$ cat config.mk
export PLATFORM = sky130hd
export DESIGN_NAME = fbfl_cfg_regs
export DESIGN_NICKNAME = d
export VERILOG_FILES = /design/src/hw/rtl/fbfl_pkg.sv /design/src/hw/rtl/fbfl_cfg_regs.sv
export SDC_FILE = /design/constraint.sdc
export NUM_CORES = 1
export LEC_CHECK = 0
export BUFFER_PORTS_ARGS = -buffer_cell sky130_fd_sc_hd__clkbuf_2
export CAP_MARGIN = 40
export CORE_ASPECT_RATIO = 0.75
export CORE_MARGIN = 4
export CORE_UTILIZATION = 42
export DETAILED_ROUTE_END_ITERATION = 7
export PLACE_DENSITY = 0.84
export SETUP_SLACK_MARGIN = 0.1
export SLEW_MARGIN = 10
export SYNTH_ARGS = -nofsm -noshare
export SYNTH_HDL_FRONTEND = slang
export SYNTH_SLANG_ARGS = --single-unit
$ cat constraint.sdc
create_clock -name clk -period 1.16 [get_ports clk]
set_input_delay 0.116 -clock clk [delete_from_list [all_inputs] [get_ports clk]]
set_output_delay 0.116 -clock clk [all_outputs]
set_load 0.03 [all_outputs]
$ cat src/hw/rtl/fbfl_pkg.sv
// Shared types and constants for the fixed block free list allocator.
// Holds the request/response words, the config view and the sequencer states.
// No dependencies.
package fbfl_pkg;

  localparam int IDX_W      = 10;
  localparam int CNT_W      = 11;
  localparam int BYTES_W    = 13;
  localparam int OFF_W      = 23;
  localparam int STRIDE_W   = 14;
  localparam int STATUS_W   = 2;
  localparam int APB_AW     = 3;
  localparam int APB_DW     = 32;
  localparam int INDEX_LIMIT = 1024;

  localparam int DEF_MAX_BLOCKS = 1024;
  localparam int DEF_WORD_BYTES = 8;

  localparam logic [CNT_W-1:0]   NIL_CODE        = CNT_W'(1024);
  localparam logic [CNT_W-1:0]   RST_BLOCK_COUNT = CNT_W'(1024);
  localparam logic [BYTES_W-1:0] RST_BLOCK_BYTES = BYTES_W'(64);

  localparam logic ACT_ALLOC = 1'b0;
  localparam logic ACT_FREE  = 1'b1;

  localparam logic [STATUS_W-1:0] ST_OK    = 2'd0;
  localparam logic [STATUS_W-1:0] ST_EMPTY = 2'd1;
  localparam logic [STATUS_W-1:0] ST_RANGE = 2'd2;

  localparam logic REG_BLOCK_COUNT = 1'b0;
  localparam logic REG_BLOCK_BYTES = 1'b1;

  typedef struct packed {
    logic             action;
    logic [IDX_W-1:0] block_index;
  } fbfl_req_t;

  typedef struct packed {
    logic [STATUS_W-1:0] status;
    logic [IDX_W-1:0]    granted_index;
    logic [OFF_W-1:0]    data_offset;
  } fbfl_rsp_t;

  typedef struct packed {
    logic [BYTES_W-1:0] block_bytes;
    logic [CNT_W-1:0]   pool_blocks;
    logic               count_wr;
    logic [CNT_W-1:0]   new_pool;
  } fbfl_cfg_t;

  typedef enum logic [1:0] {
    S_IDLE,
    S_POP,
    S_MUL,
    S_PUT
  } fbfl_state_t;

endpackage

$ cat src/hw/rtl/fbfl_cfg_regs.sv
// APB register file: block_count and block_bytes, plus the clipped pool size.
// Depends on fbfl_pkg.
module fbfl_cfg_regs
  import fbfl_pkg::*;
#(
  parameter int MAX_BLOCKS = DEF_MAX_BLOCKS
) (
  input  logic              clk,
  input  logic              rst_n,
  input  logic              psel,
  input  logic              penable,
  input  logic              pwrite,
  input  logic [APB_AW-1:0] paddr,
  input  logic [APB_DW-1:0] pwdata,
  output logic [APB_DW-1:0] prdata,
  output logic              pready,
  output fbfl_cfg_t         cfg
);

  localparam int POOL_MAX = (MAX_BLOCKS < INDEX_LIMIT) ? MAX_BLOCKS : INDEX_LIMIT;
  localparam logic [CNT_W-1:0] POOL_MAX_C = CNT_W'(POOL_MAX);

  logic [CNT_W-1:0]   block_count_r, block_count_nxt;
  logic [BYTES_W-1:0] block_bytes_r, block_bytes_nxt;
  logic [CNT_W-1:0]   pool_blocks_r, pool_blocks_nxt;
  logic               wr;
  logic [CNT_W-1:0]   wr_count;
  logic [CNT_W-1:0]   clipped;

  assign wr       = psel & penable & pwrite;
  assign wr_count = pwdata[CNT_W-1:0];
  assign clipped  = (wr_count > POOL_MAX_C) ? POOL_MAX_C : wr_count;
  assign pready   = 1'b1;

  always_comb begin
    block_count_nxt = block_count_r;
    block_bytes_nxt = block_bytes_r;
    pool_blocks_nxt = pool_blocks_r;
    if (wr) begin
      unique case (paddr[2])
        REG_BLOCK_COUNT: begin
          block_count_nxt = wr_count;
          pool_blocks_nxt = clipped;
        end
        REG_BLOCK_BYTES: block_bytes_nxt = pwdata[BYTES_W-1:0];
        default: ;
      endcase
    end
  end

  always_ff @(posedge clk) begin
    if (!rst_n) begin
      block_count_r <= RST_BLOCK_COUNT;
      block_bytes_r <= RST_BLOCK_BYTES;
      pool_blocks_r <= (RST_BLOCK_COUNT > POOL_MAX_C) ? POOL_MAX_C : RST_BLOCK_COUNT;
    end else begin
      block_count_r <= block_count_nxt;
      block_bytes_r <= block_bytes_nxt;
      pool_blocks_r <= pool_blocks_nxt;
    end
  end

  always_comb begin
    unique case (paddr[2])
      REG_BLOCK_COUNT: prdata = APB_DW'(block_count_r);
      REG_BLOCK_BYTES: prdata = APB_DW'(block_bytes_r);
      default:         prdata = '0;
    endcase
  end

  assign cfg.block_bytes = block_bytes_r;
  assign cfg.pool_blocks = pool_blocks_r;
  assign cfg.count_wr    = wr & (paddr[2] == REG_BLOCK_COUNT);
  assign cfg.new_pool    = clipped;

endmodule

# Word level (Yosys, flattened, before mapping)
# Index checks and enable logic that the tools add are counted.
# totals
ff_bits,35
latch_bits,0
ramBits,0
mem_bits_ro,0
inputBits,40
output_inout_bits,69
elab_cells,12
n_memories,0
# op_classes
addsub,0
multipliers,0
div,0
order_cmp,1
n_eq_ne,0
n_shift,0
muxes,2
bitwise,4
reduce_logical,2
# ops
operator,count
32-bit case mux with 2 select lines,1
11-bit > comparator (second input constant),1
11-bit two-way mux,1
2-bit AND reduction,2
1-bit AND,3
1-bit NOT,1

# Logic depth before layout (Yosys ltp)
# logic_depth
depth_word,3
depth_mapped,6

# Worst setup path before layout
# OpenSTA, ideal clock, no wires.
# synth_timing
path_type,input to register
start,input pwdata[10]
end,register pool_blocks_r[4]
setup_time_ps,70
arrival_time_ps,1010
required_ps,1090
slack_ps,80
path_stages,4
n_path_buf,1
path_cell_list,clkbuf_1 > nor2b_1 > nand2_1 > a21boi_1
# synth_lines
element,line_no,source
"start, declared",fbfl_cfg_regs.sv:14,"input logic [APB_DW-1:0] pwdata,"
"end signal, assigned",fbfl_cfg_regs.sv:55,pool_blocks_r <= (RST_BLOCK_COUNT > POOL_MAX_C) ? POOL_MAX_C : RST_BLOCK_COUNT;
"end signal, assigned",fbfl_cfg_regs.sv:59,pool_blocks_r <= pool_blocks_nxt;
"end, declared",fbfl_cfg_regs.sv:25,"logic [CNT_W-1:0] pool_blocks_r, pool_blocks_nxt;"

# Worst setup path after layout
# layout_timing
start,register block_count_r[10]
end,output prdata[10]
# layout_via
elab_chain_len,1
# layout_rtl
element,line_no,source
"start, declared",fbfl_cfg_regs.sv:23,"logic [CNT_W-1:0] block_count_r, block_count_nxt;"
"start signal, assigned",fbfl_cfg_regs.sv:57,block_count_r <= block_count_nxt;
32-bit case mux with 2 select lines,fbfl_cfg_regs.sv:64,unique case (paddr[2])
"end, declared",fbfl_cfg_regs.sv:15,"output logic [APB_DW-1:0] prdata,"
# No other way between the ends. The select of a mux whose other input is x is not followed.

==> results_dict.tcl <==
set metrics [dict create \
    status "finished clean" \
    fillers 334 \
    pwr-share-seq 0.482 \
    finalHoldViolCount 0 \
    skew_ns 0 \
    initial_core_util 0.451 \
    dieArea_mm2 0.00515 \
    hold_class "input pin to register" \
    cts_tree "built" \
    hold-path-cell-count 3 \
    period_share 0.996 \
    fin_cells 329 \
    internal_power_mw 1.82 \
    core_area_mm2 0.00378 \
    cp_data_arrival_time_ns 1.04 \
    setup_tns_ns 0 \
    layout_commonest_cell "nand2_1" \
    fin_crit_ns 1.16 \
    final_cell_mix "62 x nand2_1, 49 x clkbuf_2, 23 x dfxtp_2, 20 x conb_1, 18 x buf_4" \
    final_nets 316 \
    synth_top_family_by_area "simple AND/OR/NAND/NOR gates" \
    grt_pass1_vias 1516 \
    gp_congestion 0.721 \
    synth_adder_area_share 0 \
    dp_hpwl_mm 3.19 \
    grtUsageTotal 0.185 \
    netSwitchingPower_mw 0.759 \
    worstRegToRegCells 3 \
    power_frac_clock 0.325 \
    path_clk_slew_ns 0.07 \
    rsz0062_at_grt "true" \
    fmax_ghz 0.866 \
    area_growth_pct 38.8 \
    ant_nets 0 \
    drtPass1Iterations 4 \
    required_ns 1.04 \
    vias 1538 \
    end_kind "primary output" \
    drc 0 \
    fin_area_mm2 0.00237 \
    drv_slew 0 \
    via_per_inst 4.67 \
    die_x_um 81.6 \
    grt_max_degree 16 \
    synthMuxAreaShare 0.0727 \
    clk_path_buf_depth 2 \
    syn_inst 201 \
    drt_iter0_drc 71 \
    maxCapViolations 0 \
    cts_buffers 5 \
    dp_cells 311 \
    seq_area_frac_synth 0.411 \
    clock_latency_ns 0.28 \
    timing_worst_setup_path_type "register to primary output" \
    grt_pass1_wl_mm 7.26 \
    ctsHoldBuffers 0 \
    leakagePower_nw 1.12 \
    path_max_fanout 2 \
    cts_num_sinks 35 \
    n_antenna_cell 0 \
    numPortBuffers 67 \
    wl_mm 4.56 \
    die_h_um 63.2 \
    cts_max_level 2 \
    routedWlPerCell_um 13.9 \
    place_area_mm2 0.00201 \
    final_layout_size_suffix_gt1_frac 0.458 \
    syn_area_mm2 0.00170 \
    comb_power_share 0.193 \
    synth-simple-area-share 0.232 \
    ys_ff_latch 35 \
    grt_remaining_overflow 0 \
    synth-xor-area-share 0 \
    setup_viol 0 \
    ys_warn_count 0 \
    ios 109 \
    syn_area_per_cell_um2 8.48 \
    synth_compound_area_frac 0.135 \
    synthDistinctLibCells 22 \
    crit_path_start_kind "register" \
    sw_frac_of_total 0.294 \
    powerDensity_mw_per_mm2 1090 \
    clock-root-buffer "clkbuf_8" \
    utilization 0.626 \
    vdd_drop_max_mv 0.534 \
    rows 19 \
    antenna_found_initial 0 \
]
cell usage after synthesis:
library cell / count / share of area
a21o_1: 2 / 0.0088
and2_1: 2 / 0.0073
mux2_2: 11 / 0.073
clkbuf_1: 4 / 0.0088
buf_4: 20 / 0.088
buf_2: 5 / 0.015
buf_6: 4 / 0.026
buf_1: 1 / 0.0022
a21boi_1: 16 / 0.070
and4_4: 1 / 0.0066
o21ai_0: 1 / 0.0029
inv_1: 1 / 0.0022
nand4_1: 1 / 0.0037
nand3_1: 9 / 0.026
dfxtp_1: 35 / 0.41
nand4b_4: 1 / 0.014
inv_2: 1 / 0.0022
conb_1: 2 / 0.0044
nand2_1: 62 / 0.14
and2b_1: 1 / 0.0044
a21boi_0: 12 / 0.053
nor2b_1: 9 / 0.033
state kept, by name, summed over array words and instances (netlist names):
register,count
block_bytes_r,13
block_count_r,11
pool_blocks_r,11
timing repair:
item,in CTS,in global routing
setup buffers,10,0
gates resized for setup,42,39
setup endpoints to repair,13,18
worst paths after layout:
| kind | from | slack (ns) | to |
|---|---|---|---|
| max | block_count_r[10] | 0.005 | prdata[10] |
| min | pwdata[11] | 0.05 | block_bytes_r[11] |
| max reg2reg | block_bytes_r[1] | 0.43 | block_bytes_r[1] |
| min reg2reg | pool_blocks_r[5] | 0.45 | pool_blocks_r[5] |
metrics by stage:
step	setup WS, ns	hold WS [ns]	power, mW
after floorplan	0.0798	0.240	1.63
after global placement	0.126	0.349	1.70
after detailed placement	0.108	0.360	1.71
after CTS	-0.00554	0.0551	2.59
after global routing	-0.0273	0.0612	2.70
final	0.00481	0.0543	2.58
critical path: stages, from the launching register on:
cell and delay [ns]:
dfxtp_2 0.33, mux2_4 0.29, buf_8 0.14
metal layers:
layer,vias to the layer above,wire length (µm),GRT usage
met5,-,0,0
met4,0,10,0.0696
met3,2,338,0.0513
met2,57,2250,0.300
met1,717,1960,0.231
li1,762,-,-
power by group through the flow:
stage	Combinational (mW)	Clock, mW	Sequential, mW
finish	0.498	0.838	1.24
global route	0.532	0.924	1.24
CTS	0.477	0.869	1.24
detailed placement	0.438	0	1.27
global placement	0.435	0	1.27
floorplan	0.336	0	1.29
cells by family (layout without fill, tap and decap cells):
logic type	Yosys count	count (layout)
simple gates	86	86
buf+inv	36	94
flops	35	35
compound gates	31	31
mux	11	11
other cells	2	20
area by class of cell:
class	count	area (µm²)	area share
well taps	52	65.1	0.0275
clock buffers	7	76.3	0.0323
multi-input cells	148	866	0.366
repair buffers	84	617	0.261
inverters	2	7.51	0.00317
clock inverters	1	5.00	0.00212
flip-flops and latches	35	729	0.308
Note: power is estimated with default switching activity, not from simulation.
