`src/hw/rtl/fbfl_pkg.sv`:
```
// Shared types and constants for the fixed block free list allocator.
// Holds the request/response words, the config view and the sequencer states.
// No dependencies.
package fbfl_pkg;

  localparam int IDX_W      = 10;
  localparam int CNT_W      = 11;
  localparam int BYTES_W    = 13;
  localparam int OFF_W      = 23;
  localparam int STRIDE_W   = 14;
  localparam int STATUS_W   = 2;
  localparam int APB_AW     = 3;
  localparam int APB_DW     = 32;
  localparam int INDEX_LIMIT = 1024;

  localparam int DEF_MAX_BLOCKS = 1024;
  localparam int DEF_WORD_BYTES = 8;

  localparam logic [CNT_W-1:0]   NIL_CODE        = CNT_W'(1024);
  localparam logic [CNT_W-1:0]   RST_BLOCK_COUNT = CNT_W'(1024);
  localparam logic [BYTES_W-1:0] RST_BLOCK_BYTES = BYTES_W'(64);

  localparam logic ACT_ALLOC = 1'b0;
  localparam logic ACT_FREE  = 1'b1;

  localparam logic [STATUS_W-1:0] ST_OK    = 2'd0;
  localparam logic [STATUS_W-1:0] ST_EMPTY = 2'd1;
  localparam logic [STATUS_W-1:0] ST_RANGE = 2'd2;

  localparam logic REG_BLOCK_COUNT = 1'b0;
  localparam logic REG_BLOCK_BYTES = 1'b1;

  typedef struct packed {
    logic             action;
    logic [IDX_W-1:0] block_index;
  } fbfl_req_t;

  typedef struct packed {
    logic [STATUS_W-1:0] status;
    logic [IDX_W-1:0]    granted_index;
    logic [OFF_W-1:0]    data_offset;
  } fbfl_rsp_t;

  typedef struct packed {
    logic [BYTES_W-1:0] block_bytes;
    logic [CNT_W-1:0]   pool_blocks;
    logic               count_wr;
    logic [CNT_W-1:0]   new_pool;
  } fbfl_cfg_t;

  typedef enum logic [1:0] {
    S_IDLE,
    S_POP,
    S_MUL,
    S_PUT
  } fbfl_state_t;

endpackage

```
`src/hw/rtl/fbfl_offset.sv`:
```
// Offset unit: registered index * stride product, plus the header word.
// Depends on fbfl_pkg.
module fbfl_offset
  import fbfl_pkg::*;
#(
  parameter int WORD_BYTES = DEF_WORD_BYTES
) (
  input  logic               clk,
  input  logic               start,
  input  logic [IDX_W-1:0]   index,
  input  logic [BYTES_W-1:0] block_bytes,
  output logic [OFF_W-1:0]   offset
);

  localparam int PROD_W = STRIDE_W + IDX_W;
  localparam logic [STRIDE_W-1:0] WMASK = STRIDE_W'(WORD_BYTES - 1);

  logic [STRIDE_W-1:0] rounded;
  logic [STRIDE_W-1:0] stride;
  logic [PROD_W-1:0]   product_r;
  logic [PROD_W-1:0]   sum;

  assign rounded = (STRIDE_W'(block_bytes) + WMASK) & ~WMASK;
  assign stride  = rounded + STRIDE_W'(WORD_BYTES);

  always_ff @(posedge clk) begin
    if (start) begin
      product_r <= PROD_W'(index) * PROD_W'(stride);
    end
  end

  assign sum    = product_r + PROD_W'(WORD_BYTES);
  assign offset = sum[OFF_W-1:0];

endmodule

```
`config.mk`:
```
export PLATFORM = sky130hd
export DESIGN_NAME = fbfl_offset
export DESIGN_NICKNAME = d
export VERILOG_FILES = /design/src/hw/rtl/fbfl_pkg.sv /design/src/hw/rtl/fbfl_offset.sv
export SDC_FILE = /design/constraint.sdc
export NUM_CORES = 1
export LEC_CHECK = 0
export ABC_AREA = 0
export BUFFER_PORTS_ARGS = -buffer_cell sky130_fd_sc_hd__buf_2
export CAP_MARGIN = 10
export CORE_UTILIZATION = 40
export CTS_CLUSTER_SIZE = 16
export DETAILED_ROUTE_END_ITERATION = 8
export PLACE_DENSITY_LB_ADDON = 0.2
export SLEW_MARGIN = 30
export SYNTH_ARGS = -nofsm -noshare
export SYNTH_HDL_FRONTEND = slang
export SYNTH_SLANG_ARGS = --single-unit
```
`constraint.sdc`:
```
create_clock -name clk -period 8.8 [get_ports clk]
set_input_delay 2.2 -clock clk [delete_from_list [all_inputs] [get_ports clk]]
set_output_delay 2.2 -clock clk [all_outputs]
set_load 0.05 [all_outputs]
```
# After elaboration in Yosys (flattened, before gate mapping)
# Index checks and enable logic that the tools add are counted.
dict set report totals {
  ff_bits 23
  in_bits 25
  word_cells 5
}
dict set report classes {
  addsub 3
  mul 1
}
# operator count
set op_table {}
lappend op_table {{adder 23 x 4 -> 23 bit (second input constant)} 1}
lappend op_table {{multiplier 10 x 14 -> 23 bit} 1}
lappend op_table {{adder 13 x 3 -> 14 bit (second input constant)} 1}
lappend op_table {{adder 14 x 4 -> 14 bit (second input constant)} 1}

# Depth between registers and ports, before layout
# Gate-level depths: netlist of the first run.
dict set report depth {
  ltp_word 3
  mapped_depth 26
  mapped_depth_nobuf 25
}

# Least setup slack after synthesis of the first run
# OpenSTA, ideal clock, no wires.
dict set report synth_timing {
  kind {input-to-reg}
  from {in block_bytes[0]}
  to {reg product_r[22] (data pin)}
  setup_time_ps 258
  arrival_ps 8073
  setup_slack_ps 468
  stages 25
  n_path_buf 1
  path_cell_list {nor3_1 xnor2_1 clkbuf_1 ha_1 maj3_2 nand2_1 xnor2_1 nand2_1 fa_1 inv_1 fa_1 inv_1 fa_1 inv_1 fa_1 inv_1 fa_1 inv_1 ha_1 o21a_1 o21a_1 nor3b_1 a31o_4 a31oi_4 xnor2_1}
}
dict set report synth_via {
  elab_chain_cells 3
}
# item line_no
set synth_rtl {}
lappend synth_rtl {{start, declared} fbfl_offset.sv:11} ;# input logic [BYTES_W-1:0] block_bytes,
lappend synth_rtl {{adder 13 x 3 -> 14 bit} fbfl_offset.sv:23} ;# assign rounded = (STRIDE_W'(block_bytes) + WMASK) & ~WMASK;
lappend synth_rtl {{adder 14 x 4 -> 14 bit} fbfl_offset.sv:24} ;# assign stride = rounded + STRIDE_W'(WORD_BYTES);
lappend synth_rtl {{multiplier 10 x 14 -> 23 bit} fbfl_offset.sv:28} ;# product_r <= PROD_W'(index) * PROD_W'(stride);
lappend synth_rtl {{end signal, assigned} fbfl_offset.sv:28}
lappend synth_rtl {{end, declared} fbfl_offset.sv:20} ;# logic [PROD_W-1:0] product_r;
# Every way passes these cells.
# A chain may end at the register's enable or synchronous reset.

# Worst setup path in the final report of the first run
dict set report layout_timing {
  from {in block_bytes[0]}
  to {reg product_r[18] (data pin)}
}
# The elaborated chain is that of the path after synthesis.

==> results.md, run 1 <==
- Fin Hold WS: 2.41 ns
- Hold Path Origin: start
- Most frequent cell after synthesis: inv_1
- Post-route insts no fill: 694
- CP top delay family: adder cells
- RePlAce Congestion: 0.812
- PortBufs: 44
- Total number of vias: 3365
- Max-slew violations: 0
- Initial antenna violation count: 0
- DP HPWL: 8000 um
- Distinct cells, synth: 43
- Pwr per Cell Area: 362 nW/um2
- Total Routed Length: 9370 um
- Vias in the first global route: 3445
- Largest register FFs: 20
- Slew of the pin with the lowest slew margin: 0.977 ns
- Num rows: 39
- Layout cells sized above 1: 10.9%
- Relative slew margins: 34.4%
- Top-area cell type share of the netlist area: 29.3%
- DP Cell Count: 690
- Total track usage: 15.8%
- Post-Synthesis Cell Area: 4710 um2
- Ys async rst share: 0%
- Final setup viols: 0
- Fin area: 5170 um2
- Antenna Nets Post-Route: 0
- CTS Sinks: 20
- Final worst slack: 0.550 ns
- Pre-CTS setup slack: 0.0346 ns
- Yosys warning total: 0
- Global route total overflow: 0
- Avg Synthesized Cell Area: 9.21 um2
- DRT iter0 DRCs: 125
- Worst path slowest cell: xnor2_1
- Crit path time final: 8.25 ns
- Total power: 1.87 mW
- Top cells by area, synth: fa_1 29%, ha_1 15%, edfxtp_1 13%, xnor2_1 6.9%, inv_1 6.8%
- Post-route DRC violation count: 0
- Clock tree buffer depth: 2
- Most frequent CP cell: fa_1
- Worst setup SP type: primary input
- DRT Pass-1 Iters: 4
- Largest net degree at the start of global routing: 21
- Status: finished clean
- Antenna Cells: 0
- I/O pins: 48
- Synth Area in XOR/XNOR: 9.10%
- Setup crit end kind: flip-flop
- Max Cap Violations: 0
- Placed Instance Area: 5080 um2
- Biggest register: product_r
- Critical path buffer and inverter count: 5
- Synth Area in Compound Gates: 6.37%
- Starting density of the core: 41.1%
- Core area: 11500 um2
- Post-synthesis mux area share: 0%
- Worst Hold Path Cells: 1
- CTS H-tree lvls: 1
- Peak Freq: 121 MHz
- Post-synthesis simple-gate area fraction: 19.1%
- Reg clk slew, reported paths: 0.05 ns
- Die width: 111 um
- CTS Hold Bufs: 0
- CTS buffer count: 3
- Number of synthesized flops with an enable pin: 20
- Fin util: 45.1%
- #FFs+latches synth: 20
- Leak: 2.57 nW
- RSZ-0062 raised after global routing: false
- CTS tree: yes
- Worst path cell trace: buf_2, nor3_1, nand2b_1, xnor2_1, ha_1, xnor2_1, xnor2_1, nor2b_1, fa_1, fa_1, inv_1, fa_1, inv_1, fa_1, inv_1, fa_1, inv_1, ha_1, o21a_1, o21a_1, nor3b_1, a31o_4, a21oi_1, xnor2_1
- Die height: 111 um
- Area Overhead vs Synth: 9.58%
- Seq/Total Area, Yosys: 12.7%
- Worst Path Arrival: 8.24 ns
- Largest family of logic cells by synthesized area: adder cells
- Avg WL per Cell: 13.5 um
- Final net count: 701
- Setup TNS: 0 ns
- Primary flip-flop cell chosen by synthesis mapping: edfxtp_1
- Worst vdd ir: 0.325 mV
- First-pass GRT wire length: 16200 um
- CP required: 8.79 ns
- Commonest cells in the netlist: 85 x inv_1, 69 x fa_1, 59 x nand2_1
- DR vias/cell: 4.85
- Largest registers: product_r x20
- Syn Inst Count: 512
- Post-Synth Adder-Cell Area: 44.1%
- CTS resizes: 0
- Synth area leader: fa_1
- Total die area: 12200 um2
- Final Cycle Share: 93.8%
- WS Path Type: primary input to flip-flop
- Slowest Stage Delay on Critical Path: 0.61 ns
- Worst Hold End: product_r[21]$_DFFE_PP_
- Root Buffer: clkbuf_16
- Crit Path Max Fanout: 10
- Hold/Removal Path Class: primary input to flip-flop
- Post-CTS setup buffers: 0
- Hold Fails Final Rpt: 0
-- power by group --
group	leakage (nW)	switching (mW)	internal (mW)
Clock	0.0385	0.0281	0.0602
Sequential	0.195	0.0400	0.223
Combinational	2.34	0.899	0.618
-- how the worst max path moves through the flow --
stage / start / endpoint / cells after the start
after floorplan: block_bytes[0] / product_r[22]$_DFFE_PP_ / 25
after global placement: block_bytes[0] / product_r[21]$_DFFE_PP_ / 22
after detailed placement: block_bytes[0] / product_r[20]$_DFFE_PP_ / 22
after CTS: block_bytes[0] / product_r[20]$_DFFE_PP_ / 22
after global routing: block_bytes[0] / product_r[18]$_DFFE_PP_ / 24
final: block_bytes[0] / product_r[18]$_DFFE_PP_ / 24
-- cell type report --
class	count	area, um2
Inverter	85	319
Clock buffer	3	75.1
Fill cell	1155	6300
Multi-Input combinational cell	393	3730
Tap cell	143	179
Timing Repair Buffer	49	258
Sequential cell	20	601
Clock inverter	1	3.75
-- cells in the final DEF, fill, tap and decap left out, types with 12 or more instances in the layout --
cell type | Yosys | layout
nor2b_1 | 16 | 16
nor2_1 | 15 | 15
xor2_1 | 12 | 12
edfxtp_1 | 20 | 20
xnor2_1 | 37 | 36
nand3_1 | 12 | 12
buf_2 | 0 | 44
inv_1 | 85 | 85
a21oi_1 | 15 | 15
ha_1 | 55 | 55
and2_1 | 44 | 44
nand2_1 | 59 | 59
fa_1 | 69 | 69
-- layer usage --
metal	track usage, %	vias up	share of wire, %
met3	0.220	4	2.9
met5	0	-	0
met4	2.31	0	0.49
li1	-	1688	-
met2	27.8	68	47
met1	22.3	1605	49
-- cells by family (layout without fill, tap and decap cells) --
family                     after synthesis  count (layout)
and+or+nand+nor                        175             175
adders and majority gates              125             125
buffers and inverters                  101             138
xor gates and xnor gates                49              49
AOI/OAI and AO/OA                       41              41
DFF                                     20              20
other                                    1               3
Power figures use the tool's default switching activity.
==> run 2, diff against run 1 <==
--- a/config.mk
+++ b/config.mk
@@ -11,6 +11,7 @@
 export CORE_UTILIZATION = 40
 export CTS_CLUSTER_SIZE = 16
 export DETAILED_ROUTE_END_ITERATION = 8
+export MAX_ROUTING_LAYER = met4
 export PLACE_DENSITY_LB_ADDON = 0.2
 export SLEW_MARGIN = 30
 export SYNTH_ARGS = -nofsm -noshare
==> results.md, run 2 (synthesis gave the netlist of run 1 again) <==
- Status: finished clean
- Worst path slowest cell: xnor2_1
- Commonest non-fill, non-tap cell in the layout: inv_1
- DRT Pass-1 Iters: 4 (unchanged)
- Routed wire length on met2: 4420 um (unchanged)
- Max Cap Violations: 0 (unchanged)
- Hold/Removal Path Class: primary input to flip-flop
- Total power: 1.87 mW (about the same)
- Pwr per Cell Area: 362 nW/um2 (about the same)
- Setup crit end kind: flip-flop
- Die width: 111 um (unchanged)
- CTS Sinks: 20 (unchanged)
- Total die area: 12200 um2 (unchanged)
- DP HPWL: 8000 um (unchanged)
- Avg WL per Cell: 13.5 um (about the same)
- Root Buffer: clkbuf_16
- FILL cells: 1155 (unchanged)
- Setup TNS: 0 ns (unchanged)
- CTS Hold Bufs: 0 (unchanged)
- Hold Path Origin: start
- Final net count: 701 (unchanged)
- Die height: 111 um (unchanged)
- Final Cycle Share: 93.8% (unchanged)
- Hold Fails Final Rpt: 0 (unchanged)
- Final worst slack: 0.550 ns (unchanged)
- Met3 Routed Length: 270 um (unchanged)
- I/O pins: 48 (unchanged)
- Total Routed Length: 9370 um (about the same)
- CP required: 8.79 ns (about the same)
- PortBufs: 44 (unchanged)
- Most frequent CP cell: fa_1
- Area Overhead vs Synth: 9.58% (unchanged)
- Fin Hold WS: 2.41 ns (unchanged)
- Initial antenna violation count: 0 (unchanged)
- Slew of the pin with the lowest slew margin: 0.977 ns (unchanged)
- Register area: 601 um2 (unchanged)
- Max-slew violations: 0 (unchanged)
- Largest registers: product_r x20
- Worst path cell trace: buf_2, nor3_1, nand2b_1, xnor2_1, ha_1, xnor2_1, xnor2_1, nor2b_1, fa_1, fa_1, inv_1, fa_1, inv_1, fa_1, inv_1, fa_1, inv_1, ha_1, o21a_1, o21a_1, nor3b_1, a31o_4, a21oi_1, xnor2_1
- DRT iter0 DRCs: 126 (+0.80%)
- Crit path time final: 8.25 ns (unchanged)
- DP Cell Count: 690 (unchanged)
- Leak: 2.57 nW (unchanged)
- Fin util: 45.1% (unchanged)
- Biggest register: product_r
- WS Path Type: primary input to flip-flop
- Largest net degree at the start of global routing: 21 (unchanged)
- Vias in the first global route: 3447 (+0.058%)
- CTS H-tree lvls: 1 (unchanged)
- Final setup viols: 0 (unchanged)
- Total track usage: 16.3% (+0.46 points)
- CTS buffer count: 3 (unchanged)
- Reg clk slew, reported paths: 0.05 ns (about the same)
- Max Used Layer: met4
- Worst Hold Path Cells: 1 (unchanged)
- Pre-CTS setup slack: 0.0346 ns (unchanged)
- Worst Path Arrival: 8.24 ns (about the same)
- Relative slew margins: 34.4% (unchanged)
- CTS tree: yes
- Slowest Stage Delay on Critical Path: 0.61 ns (about the same)
- Layout cells sized above 1: 10.9% (unchanged)
- Global route total overflow: 0 (unchanged)
- Worst setup SP type: primary input
- Worst Hold End: product_r[21]$_DFFE_PP_
- Core area: 11500 um2 (unchanged)
- RSZ-0062 raised after global routing: false
- Post-route DRC violation count: 0 (unchanged)
- Post-route insts no fill: 694 (unchanged)
- Worst vdd ir: 0.325 mV (unchanged)
- Multi-input logic area: 3730 um2 (unchanged)
- Starting density of the core: 41.1% (unchanged)
- Placed Instance Area: 5080 um2 (unchanged)
- DR vias/cell: 4.85 (unchanged)
- Largest register FFs: 20 (unchanged)
- First-pass GRT wire length: 16200 um (unchanged)
- Routed length on met1: 4640 um (about the same)
- Clock tree buffer depth: 2 (unchanged)
- Crit Path Max Fanout: 10 (unchanged)
- Antenna Cells: 0 (unchanged)
- Total number of vias: 3365 (unchanged)
- Antenna Nets Post-Route: 0 (unchanged)
- Highest-count cells in the layout ignoring fill and taps: 85 x inv_1, 69 x fa_1, 59 x nand2_1
- Peak Freq: 121 MHz (unchanged)
- Num rows: 39 (unchanged)
- RePlAce Congestion: 0.824 (+1.5%)
- Fin area: 5170 um2 (unchanged)
run 2: where the power goes:
part / leakage, nW / total, mW / switching (mW) / internal, mW
Combinational: 2.34 / 1.52 / 0.899 / 0.618
Clock: 0.0385 / 0.0884 / 0.0281 / 0.0602
Sequential: 0.195 / 0.263 / 0.0400 / 0.223
run 2: timing repair:
item,in CTS,in global routing
buffers inserted,0,0
gates resized for setup,0,1
setup endpoints to repair,0,5
run 2: final cells by class:
type / count / area share, %
inverter: 85 / 6.18
timing repair buffer: 49 / 4.99
sequential: 20 / 11.6
clock inverter: 1 / 0.0727
multi-input combinational: 393 / 72.2
clock buffer: 3 / 1.45
tap: 143 / 3.46
run 2: worst max-delay path by stage:
stage                   start  cells past startpoint                      end
2_1_floorplan  block_bytes[0]                     25  product_r[22]$_DFFE_PP_
6_report       block_bytes[0]                     24  product_r[18]$_DFFE_PP_
3_3_place_gp   block_bytes[0]                     22  product_r[21]$_DFFE_PP_
5_1_grt        block_bytes[0]                     24  product_r[18]$_DFFE_PP_
4_1_cts        block_bytes[0]                     22  product_r[20]$_DFFE_PP_
3_5_place_dp   block_bytes[0]                     22  product_r[20]$_DFFE_PP_
run 2: routing by layer:
layer | GRT usage (%) | vias up
met4 | 2.31 | 0
met3 | 0.220 | 4
met1 | 22.3 | 1605
met5 | - | -
met2 | 27.8 | 68
li1 | - | 1688
run 2: critical path: cells and delay by family:
kind,cells,cell delay [ns]
fa+ha+maj,7,3.03
simple gates,4,1.04
compound gates,4,0.69
buf+inv,5,0.29
xor+xnor,4,0.96
